**config.mk**
```make
export PLATFORM = sky130hd
export DESIGN_NAME = route_feasibility_cost_check
export DESIGN_NICKNAME = d
export VERILOG_FILES = /design/src/hdl/rfcc_pkg.sv /design/src/hdl/rfcc_accum.sv /design/src/hdl/rfcc_result.sv /design/src/hdl/route_feasibility_cost_check.sv
export SDC_FILE = /design/constraint.sdc
export NUM_CORES = 2
export LEC_CHECK = 0
export BUFFER_PORTS_ARGS = -buffer_cell sky130_fd_sc_hd__buf_2
export CORE_MARGIN = 2
export CORE_UTILIZATION = 69
export CTS_CLUSTER_SIZE = 25
export DETAILED_ROUTE_END_ITERATION = 6
export PLACE_DENSITY = 0.89
export SLEW_MARGIN = 5
export SYNTH_ARGS = -nofsm -noshare
export SYNTH_HDL_FRONTEND = slang
export SYNTH_SLANG_ARGS = --single-unit
```
**constraint.sdc**
```tcl
create_clock -name clk -period 23.9 [get_ports clk]
set_input_delay 3.585 -clock clk [delete_from_list [all_inputs] [get_ports clk]]
set_output_delay 3.585 -clock clk [all_outputs]
set_load 0.1 [all_outputs]
```
**src/hdl/rfcc_pkg.sv**
```systemverilog
// shared types and constants for the route feasibility and cost check
`timescale 1ns / 1ps

package rfcc_pkg;

  localparam int DEF_MAX_ROUTE_NODES = 1024;

  localparam int ID_W   = 10;
  localparam int DEM_W  = 16;
  localparam int TW_W   = 24;
  localparam int CAP_W  = 24;
  localparam int CPD_W  = 16;
  localparam int CLK_W  = 26;
  localparam int DIST_W = 34;
  localparam int COST_W = 48;
  localparam int CFG_W  = 24;
  localparam int ADDR_W = 3;

  localparam logic [CLK_W-1:0]  CLOCK_MAX = '1;
  localparam logic [DIST_W-1:0] DIST_MAX  = '1;

  // register indexes of the configuration port
  localparam logic [ADDR_W-1:0] REG_DEPOT_ID          = 3'd0;
  localparam logic [ADDR_W-1:0] REG_VEHICLE_CAPACITY  = 3'd1;
  localparam logic [ADDR_W-1:0] REG_ROUTE_START_TIME  = 3'd2;
  localparam logic [ADDR_W-1:0] REG_FIXED_COST        = 3'd3;
  localparam logic [ADDR_W-1:0] REG_COST_PER_DISTANCE = 3'd4;

  localparam logic [CPD_W-1:0] CPD_RESET = 16'd256;

  // route summary handed from the accumulator to the result pipeline
  typedef struct packed {
    logic              depot_ok;
    logic              two_node;
    logic              late;
    logic [DIST_W-1:0] dist_sum;
  } route_sum_t;

endpackage

```
**src/hdl/rfcc_accum.sv**
```systemverilog
// per-route running sums, clock and window tracking
`timescale 1ns / 1ps

module rfcc_accum
  import rfcc_pkg::*;
#(
  parameter int MAX_ROUTE_NODES = DEF_MAX_ROUTE_NODES,
  localparam int TOT_W = $clog2(MAX_ROUTE_NODES) + DEM_W
) (
  input  logic             clk,
  input  logic             rst,
  input  logic             take,
  input  logic [ID_W-1:0]  node_id,
  input  logic [DEM_W-1:0] delivery,
  input  logic [DEM_W-1:0] pickup,
  input  logic [TW_W-1:0]  window_open,
  input  logic [TW_W-1:0]  window_close,
  input  logic [DEM_W-1:0] service_time,
  input  logic [DEM_W-1:0] travel_time,
  input  logic [DEM_W-1:0] travel_distance,
  input  logic             last_node,
  input  logic [ID_W-1:0]  depot_id,
  input  logic [TW_W-1:0]  route_start_time,
  output route_sum_t       sum,
  output logic [TOT_W-1:0] total,
  output logic [TOT_W-1:0] max_prefix
);

  localparam int CNT_W = $clog2(MAX_ROUTE_NODES + 2);
  localparam int PRE_W = TOT_W + 1;

  logic [CNT_W-1:0]        node_count, node_count_next;
  logic                    first_at_depot, first_at_depot_next;
  logic                    window_violated, window_violated_next;
  logic [TOT_W-1:0]        total_delivery, total_delivery_next;
  logic signed [PRE_W-1:0] net_prefix, net_prefix_next;
  logic signed [PRE_W-1:0] max_net, max_net_next;
  logic [CLK_W-1:0]        clock_time, clock_time_next;
  logic [DIST_W-1:0]       distance_sum, distance_sum_next;

  logic [CLK_W:0]          t_arrive;
  logic [CLK_W:0]          t_start;
  logic [CLK_W+1:0]        t_leave;
  logic [DIST_W:0]         dist_add;
  logic signed [PRE_W-1:0] pick_s, del_s;

  always_comb begin
    pick_s   = $signed({{(PRE_W-DEM_W){1'b0}}, pickup});
    del_s    = $signed({{(PRE_W-DEM_W){1'b0}}, delivery});
    t_arrive = {1'b0, clock_time} + (CLK_W+1)'(travel_time);
    t_start  = (t_arrive < (CLK_W+1)'(window_open)) ? (CLK_W+1)'(window_open) : t_arrive;
    t_leave  = {1'b0, t_start} + (CLK_W+2)'(service_time);
    dist_add = {1'b0, distance_sum} + (DIST_W+1)'(travel_distance);

    node_count_next = (node_count <= CNT_W'(MAX_ROUTE_NODES)) ? node_count + 1'b1 : node_count;

    if (node_count == '0) begin
      // first node starts the route afresh
      first_at_depot_next  = (node_id == depot_id);
      window_violated_next = 1'b0;
      total_delivery_next  = TOT_W'(delivery);
      net_prefix_next      = '0;
      max_net_next         = '0;
      clock_time_next      = CLK_W'(route_start_time);
      distance_sum_next    = '0;
    end else begin
      first_at_depot_next  = first_at_depot;
      window_violated_next = window_violated || (t_arrive > (CLK_W+1)'(window_close));
      total_delivery_next  = total_delivery + TOT_W'(delivery);
      net_prefix_next      = net_prefix + pick_s - del_s;
      max_net_next         = (net_prefix_next > max_net) ? net_prefix_next : max_net;
      clock_time_next      = (t_leave > (CLK_W+2)'(CLOCK_MAX)) ? CLOCK_MAX
                                                               : t_leave[CLK_W-1:0];
      distance_sum_next    = dist_add[DIST_W] ? DIST_MAX : dist_add[DIST_W-1:0];
    end
  end

  always_comb begin
    sum.depot_ok = first_at_depot_next && (node_id == depot_id) &&
                   (node_count_next <= CNT_W'(MAX_ROUTE_NODES));
    sum.two_node = (node_count_next == CNT_W'(2));
    sum.late     = window_violated_next;
    sum.dist_sum = distance_sum_next;
    total        = total_delivery_next;
    max_prefix   = max_net_next[TOT_W-1:0];
  end

  always_ff @(posedge clk) begin
    if (rst) begin
      node_count <= '0;
    end else if (take) begin
      node_count <= last_node ? '0 : node_count_next;
    end
  end

  always_ff @(posedge clk) begin
    if (take) begin
      first_at_depot  <= first_at_depot_next;
      window_violated <= window_violated_next;
      total_delivery  <= total_delivery_next;
      net_prefix      <= net_prefix_next;
      max_net         <= max_net_next;
      clock_time      <= clock_time_next;
      distance_sum    <= distance_sum_next;
    end
  end

endmodule

```
**src/hdl/rfcc_result.sv**
```systemverilog
// three-stage result pipeline: input capture, capacity check with distance product, output word
`timescale 1ns / 1ps

module rfcc_result
  import rfcc_pkg::*;
#(
  parameter int MAX_ROUTE_NODES = DEF_MAX_ROUTE_NODES,
  localparam int TOT_W = $clog2(MAX_ROUTE_NODES) + DEM_W
) (
  input  logic              clk,
  input  logic              rst,
  input  logic              in_valid,
  output logic              in_ready,
  input  route_sum_t        sum,
  input  logic [TOT_W-1:0]  total,
  input  logic [TOT_W-1:0]  max_prefix,
  input  logic [CAP_W-1:0]  vehicle_capacity,
  input  logic [CAP_W-1:0]  fixed_cost,
  input  logic [CPD_W-1:0]  cost_per_distance,
  output logic              out_valid,
  input  logic              out_ready,
  output logic              feasible,
  output logic [COST_W-1:0] route_cost
);

  localparam int PK_W   = (TOT_W + 1 > CAP_W) ? TOT_W + 1 : CAP_W;
  localparam int PROD_W = DIST_W + CPD_W;

  logic a_valid, b_valid;
  logic a_ready, b_ready, c_ready;

  route_sum_t       a_sum;
  logic [TOT_W-1:0] a_total, a_max;

  logic              b_feasible, b_use_cost;
  logic [PROD_W-1:0] b_prod;

  logic [PK_W-1:0] peak;
  logic            over_cap;

  function automatic logic [TOT_W:0] total_ext(input logic [TOT_W-1:0] x,
                                               input logic [TOT_W-1:0] y);
    return {1'b0, x} + {1'b0, y};
  endfunction

  assign c_ready  = !out_valid || out_ready;
  assign b_ready  = !b_valid || c_ready;
  assign a_ready  = !a_valid || b_ready;
  assign in_ready = a_ready;

  assign peak     = PK_W'(total_ext(a_total, a_max));
  assign over_cap = peak > PK_W'(vehicle_capacity);

  always_ff @(posedge clk) begin
    if (rst) begin
      a_valid   <= 1'b0;
      b_valid   <= 1'b0;
      out_valid <= 1'b0;
    end else begin
      if (a_ready) a_valid <= in_valid;
      if (b_ready) b_valid <= a_valid;
      if (c_ready) out_valid <= b_valid;
    end
  end

  always_ff @(posedge clk) begin
    if (a_ready && in_valid) begin
      a_sum   <= sum;
      a_total <= total;
      a_max   <= max_prefix;
    end
    if (b_ready && a_valid) begin
      // depot-to-depot pair is free whatever the loads and windows
      b_feasible <= a_sum.depot_ok && (a_sum.two_node || (!over_cap && !a_sum.late));
      b_use_cost <= a_sum.depot_ok && !a_sum.two_node && !over_cap && !a_sum.late;
      b_prod     <= PROD_W'(a_sum.dist_sum) * PROD_W'(cost_per_distance);
    end
    if (c_ready && b_valid) begin
      feasible   <= b_feasible;
      // sum stays below 2^43, so no saturation is reachable at 48 bits
      route_cost <= b_use_cost ? COST_W'(fixed_cost) + COST_W'(b_prod[PROD_W-1:8])
                               : '0;
    end
  end

endmodule

```
**src/hdl/route_feasibility_cost_check.sv**
```systemverilog
// top level of the route feasibility and cost check
// result path: a last node taken at the input passes the input capture, capacity check
// and output word registers before its result word is valid
// throughput: one node word per cycle; running sums update at the input handshake
// the result pipeline holds three words, so input stalls only when all are waiting
// reset: synchronous, active high; clears pipeline valids and the node counter,
// config registers return to zero except cost_per_distance, which returns to 256
`timescale 1ns / 1ps

module route_feasibility_cost_check
  import rfcc_pkg::*;
#(
  parameter int MAX_ROUTE_NODES = DEF_MAX_ROUTE_NODES
) (
  input  logic               clk,
  input  logic               rst,
  // node words
  input  logic               s_tvalid,
  output logic               s_tready,
  // node_id, delivery, pickup, window_open, window_close, service_time,
  // travel_time, travel_distance, zero pad
  input  logic [143:0]       s_tdata,
  // last_node
  input  logic               s_tlast,
  // result words
  output logic               m_tvalid,
  input  logic               m_tready,
  // feasible, route_cost, zero pad
  output logic [55:0]        m_tdata,
  // configuration writes
  input  logic               cfg_wen,
  input  logic [ADDR_W-1:0]  cfg_addr,
  input  logic [CFG_W-1:0]   cfg_wdata
);

  localparam int TOT_W = $clog2(MAX_ROUTE_NODES) + DEM_W;

  // config registers
  logic [ID_W-1:0]  depot_id;
  logic [CAP_W-1:0] vehicle_capacity;
  logic [TW_W-1:0]  route_start_time;
  logic [CAP_W-1:0] fixed_cost;
  logic [CPD_W-1:0] cost_per_distance;

  always_ff @(posedge clk) begin
    if (rst) begin
      depot_id          <= '0;
      vehicle_capacity  <= '0;
      route_start_time  <= '0;
      fixed_cost        <= '0;
      cost_per_distance <= CPD_RESET;
    end else if (cfg_wen) begin
      unique case (cfg_addr)
        REG_DEPOT_ID:          depot_id          <= cfg_wdata[ID_W-1:0];
        REG_VEHICLE_CAPACITY:  vehicle_capacity  <= cfg_wdata[CAP_W-1:0];
        REG_ROUTE_START_TIME:  route_start_time  <= cfg_wdata[TW_W-1:0];
        REG_FIXED_COST:        fixed_cost        <= cfg_wdata[CAP_W-1:0];
        REG_COST_PER_DISTANCE: cost_per_distance <= cfg_wdata[CPD_W-1:0];
        default: ; // writes past the register list are dropped
      endcase
    end
  end

  // unpack the node word
  logic [ID_W-1:0]  node_id;
  logic [DEM_W-1:0] delivery, pickup, service_time, travel_time, travel_distance;
  logic [TW_W-1:0]  window_open, window_close;

  assign node_id         = s_tdata[9:0];
  assign delivery        = s_tdata[25:10];
  assign pickup          = s_tdata[41:26];
  assign window_open     = s_tdata[65:42];
  assign window_close    = s_tdata[89:66];
  assign service_time    = s_tdata[105:90];
  assign travel_time     = s_tdata[121:106];
  assign travel_distance = s_tdata[137:122];

  logic take;
  logic res_ready;
  assign s_tready = res_ready;
  assign take     = s_tvalid && s_tready;

  route_sum_t       sum;
  logic [TOT_W-1:0] total, max_prefix;

  // running route state; its outputs already include the word being taken
  rfcc_accum #(
    .MAX_ROUTE_NODES(MAX_ROUTE_NODES)
  ) u_accum (
    .clk              (clk),
    .rst              (rst),
    .take             (take),
    .node_id          (node_id),
    .delivery         (delivery),
    .pickup           (pickup),
    .window_open      (window_open),
    .window_close     (window_close),
    .service_time     (service_time),
    .travel_time      (travel_time),
    .travel_distance  (travel_distance),
    .last_node        (s_tlast),
    .depot_id         (depot_id),
    .route_start_time (route_start_time),
    .sum              (sum),
    .total            (total),
    .max_prefix       (max_prefix)
  );

  logic              feasible;
  logic [COST_W-1:0] route_cost;

  // only the last node of a route enters the result pipeline
  rfcc_result #(
    .MAX_ROUTE_NODES(MAX_ROUTE_NODES)
  ) u_result (
    .clk               (clk),
    .rst               (rst),
    .in_valid          (take && s_tlast),
    .in_ready          (res_ready),
    .sum               (sum),
    .total             (total),
    .max_prefix        (max_prefix),
    .vehicle_capacity  (vehicle_capacity),
    .fixed_cost        (fixed_cost),
    .cost_per_distance (cost_per_distance),
    .out_valid         (m_tvalid),
    .out_ready         (m_tready),
    .feasible          (feasible),
    .route_cost        (route_cost)
  );

  assign m_tdata = {7'b0, route_cost, feasible};

endmodule
```
; Word level (Yosys, flattened, before mapping)
; Index checks and enable logic that the tools add are counted.
[word_totals]
reg_bits = 444
input_bits = 177
out_inout_bits = 58
wordCells = 96
[op_classes]
add_sub_neg = 9
magnitude_cmp = 7
mux = 12
multipliers = 1
eq_ne = 6
n_reduce_logical = 32
[ops]
columns = op, count
row1 = $mux 26, 3
row2 = $mux 34, 2
row3 = $gt 27x24->1, 2
row4 = $mux 27, 2
row5 = $mul 34x16->50, 1
row6 = $add 24x42->43, 1
row7 = $add 34x16->35, 1
row8 = $add 27x16->28, 1
row9 = $gt 28x26->1 const B, 1
row10 = $add 26x16->27, 1
row11 = $add 26x26->27, 1
row12 = $add 27x17->27, 1
row13 = $gt 27x27->1, 1
row14 = $lt 27x24->1, 1
row15 = $sub 27x17->27, 1
row16 = $add 26x16->26, 1
row17 = $mux 24, 1
row18 = $le 11x11->1 const B, 2
row19 = $mux 11, 2
row20 = $logic_and 1x1->1, 12
row21 = $reduce_and 2->1, 6
row22 = $add 11x1->11 const B, 1
row23 = $eq 11x2->1 const B, 1
row24 = $logic_not 11->1, 1
row25 = other kinds (9), 20

; Logic depth before layout (Yosys ltp)
[depth]
ltp_word = 7
mapped_depth = 36
mapped_depth_nobuf = 33

; Hierarchy
; From an unflattened synthesis, not the netlist that was laid out.
[hier_totals]
hier_cells = 4650
area_unflattened_um2 = 44401.3
[by_module_without_submodules]
columns = mod, seq_area_each_um2, cells_each, area_each_um2, instances
row1 = rfcc_result, 5375.2, 2641, 25948.6, 1
row2 = rfcc_accum, 4484.3, 1647, 14467.6, 1
row3 = route_feasibility_cost_check, 1961.9, 362, 3985.1, 1

; Worst setup path after synthesis
; No wires, ideal clock.
[synth_path]
kind = input to register
start = in s_tdata[106]
end = reg u_accum.clock_time[21] (data pin)
cell_stages = 28
setup_time_ns = 0.267
path_buffers = 2
path_slack_ns = 13.270
required_time_ns = 23.633
arrival_time_ns = 10.363
cell_sequence = ha_1 > inv_1 > fa_1 > nor2b_4 > o31a_4 > o2111ai_4 > a31oi_4 > and3_4 > xor2_4 > ha_1 > a21o_1 > a21o_1 > a2111oi_0 > a31oi_1 > nor2_4 > clkbuf_1 > buf_2 > mux2_2 > ha_1 > o21a_1 > a2111oi_2 > o31ai_1 > a2111oi_0 > nor3_1 > a311oi_1 > o31ai_1 > a2111oi_0 > nor2_1
[synth_via]
elab_chain_len = 7
[synth_rtl]
columns = item, line_no
row1 = from (decl), route_feasibility_cost_check.sv:22  ; input logic [143:0] s_tdata,
row2 = $add 26x16->27 *, rfcc_accum.sv:50  ; t_arrive = {1'b0, clock_time} + (CLK_W+1)'(travel_time);
row3 = $lt 27x24->1, rfcc_accum.sv:51  ; t_start = (t_arrive < (CLK_W+1)'(window_open)) ? (CLK_W+1)'(window_open) : t_arrive;
row4 = $mux 27 *, rfcc_accum.sv:51
row5 = $add 27x16->28 *, rfcc_accum.sv:52  ; t_leave = {1'b0, t_start} + (CLK_W+2)'(service_time);
row6 = $gt 28x26->1, rfcc_accum.sv:72  ; clock_time_next = (t_leave > (CLK_W+2)'(CLOCK_MAX)) ? CLOCK_MAX
row7 = $mux 26 *, rfcc_accum.sv:72
row8 = $mux 24 *, rfcc_accum.sv:57  ; if (node_count == '0) begin
row9 = via u_accum.clock_time_next[21], rfcc_accum.sv:38  ; logic [CLK_W-1:0] clock_time, clock_time_next;
row10 = to (signal assigned), rfcc_accum.sv:103  ; clock_time <= clock_time_next;
row11 = to (decl), rfcc_accum.sv:38
; The timed path passes the listed nets; every way through them passes the cells marked *.
; A chain may end at the register's enable or synchronous reset.

; Final worst setup path
; Same ends and word-level chain as after synthesis.

==> flow_summary.toml <==
[timing]
worst_clock_skew_ps = 33.86
finalCritPeriodShare_pct = 47.56
slew_headroom_pct = 25.71
period_minus_slack_ps = 11370
setup_tns_ps = 0
setup_viol = 0
hold_ws_ps = 454.1
layout_setup_ws_ps = 12530
fmax_ghz = 0.08797
hold_viol = 0
rsz0062_at_grt = "no"
slew_violations = 0
tightestPinTransition_ps = 1108

[clock_tree]
clockBufferDepth = 3
postCtsSetupBuffers = 0
ctsResizeCount = 0
clock_latency_ps = 620
cts_tree = "done"
clock_tree.root_cell = "clkbuf_16"
htreeDepth = 2
cts_sinks = 431
holdBufCountCts = 0
cts_made_buffers = 47
clk_pin_slew_ps = 60

[critical_path]
arrival_ps = 11710
end_kind = "flip-flop"
cp_num_buf_inv = 2
critPathLaunchType = "input pin"
cpMostUsedCell = "ha_1"
crit_path_max_fanout = 34
cp_top_family = "compound AO/OA/AOI/OAI gates"
critPathMaxStageDelay_ps = 920
rrSetupSlack_ps = 15270
worstPathRequired_ps = 24250
critical_path_class = "in -> reg"
crit_slowest_cell = "a311oi_1"

[routing]
routed_wl_microns = 110600
firstDrtPassIters = 7
top_layer_used = "met5"
wl_met1_microns = 41750
drt_iter0_markers = 3533
drtAntennaViolNets = 0
drc = 2
route.met2.wl_microns = 52270
dr_total_vias = 34230
viasPerCell = 6.152
met3_length_microns = 11610
drt-wirelength-per-cell_microns = 19.87

[outcome]
violations = "DRC"
status = "finished, violations left"

[global_routing]
grt_pass1_wl_microns = 178200
grtUsageTotal_pct = 35.18
antenna_found_initial = 6
grt_pass1_vias = 35140
grt_max_degree = 88
grt_overflow_total = 0

[final_layout]
area_delta_synth_final_pct = 7.434
drive_gt1_share_pct = 8.192
final_core_util_pct = 74.80
nNetsFinal = 5696

[placed_design]
detailed_place_hpwl_microns = 79620
gp_congestion = 0.9587
port_buffers = 216
pre_cts_ws_ps = 12150

[yosys]
yosys-top-cells-count = "nand2_1, inv_1, fa_1"
synth-main-ff-cell = "edfxtp_1"
yosys.cell_count.top_type = "nand2_1"
synthCells = 4569
synth_area_leaders = "edfxtp_1, fa_1, ha_1"
yosysTopAreaCell = "edfxtp_1"
yosysSeqAreaShare_pct = 27.57
synthDistinctLibCells = 100
syn-cell-area_sq_um = 42880
synth_top_area_share_pct = 22.34
synth_edf_count = 319
yosys_register_bits = 431
yosysWarnings = 0
postSynthAreaPerCell_sq_um = 9.386
async_flop_share_pct = 0

[power_and_ir_drop]
powerDensity_nw_per_um2 = 53.67
fin_total_pwr_mw = 2.473
ir_worst_vdd_mv = 0.06949
power.leakage_nw = 20.53

[die]
die_w_microns = 253.3
design.core.area_sq_um = 61600
ios = 235
die-area_sq_um = 64160
num_rows = 91
initial_core_util_pct = 69.62
die_h_microns = 253.3

[worst_hold_path]
worstHoldPathType = "reg -> reg"

[run]
cap_violations = 0
-- placed cells by master (no fill, tap or decap), types with 48 or more instances in the layout --
cell	n
edfxtp_1	319
a21oi_1	275
nor2_1	225
buf_2	215
nand3_1	50
a21o_1	74
inv_1	661
xnor2_1	127
and2_1	229
dfxtp_1	107
fa_1	467
nor3_1	79
xor2_1	68
clkbuf_16	48
nand2_1	697
o21ai_0	105
ha_1	362
-- cells by family (layout without fill, tap and decap cells) --
logic type,after synthesis,after routing,share of synthesized area (%)
simple gates,1519,1519,16.74
mux,44,44,1.065
flops,431,431,27.57
xor+xnor,198,198,4.149
buf+inv,843,987,7.551
fa+ha+maj,829,829,32.36
other cells,1,15,0.008744
compound gates,704,704,10.56
-- sequential cells by signal (all words and copies together), names as in the netlist, 26 cells and up --
signal                  flops
u_result.a_total           26
u_accum.clock_time         26
u_accum.total_delivery     26
u_accum.net_prefix         27
u_result.route_cost        43
u_accum.distance_sum       34
u_accum.max_net            27
u_result.a_max             26
u_result.b_prod            42
u_result.a_sum             37
-- area by class of cell --
class | count | area (sq um)
flip-flops and latches | 431 | 11830
clock inverters | 24 | 231.5
multi-input cells | 3306 | 27910
inverters | 663 | 2495
diodes | 3 | 7.507
well taps | 837 | 1047
repair buffers | 241 | 1279
clock buffers | 59 | 1272
fillers | 4023 | 15520
-- metal layers --
| layer | up-vias | track usage, % |
|---|---|---|
| met1 | 16640 | 45.57 |
| li1 | 15240 | - |
| met3 | 405 | 6.723 |
| met4 | 6 | 15.50 |
| met5 | - | 0 |
| met2 | 1939 | 57.84 |
-- worst paths after layout --
path	start	end	cells after the start
setup / recovery	s_tdata[106]	u_accum.clock_time[21]$_DFFE_PP_	29
hold / removal	u_result.b_feasible$_DFFE_PP_	u_result.feasible$_DFFE_PP_	0
setup reg to reg	u_accum.clock_time[0]$_DFFE_PP_	u_accum.clock_time[21]$_DFFE_PP_	28
hold reg to reg	u_result.b_feasible$_DFFE_PP_	u_result.feasible$_DFFE_PP_	0
-- per-stage QoR --
step	instance area, sq um	std cells
after detailed placement	44550	5477
after global routing	46070	5561
final	46070	5564
after global placement	44550	5477
after CTS	46050	5560
after floorplan	42930	4580
-- power by group --
| part | switching, mW | internal (mW) | leakage (nW) |
|---|---|---|---|
| Clock | 0.324 | 0.402 | 0.740 |
| Sequential | 0.0409 | 0.860 | 4.03 |
| Combinational | 0.506 | 0.340 | 15.8 |
Power figures use the tool's default switching activity.
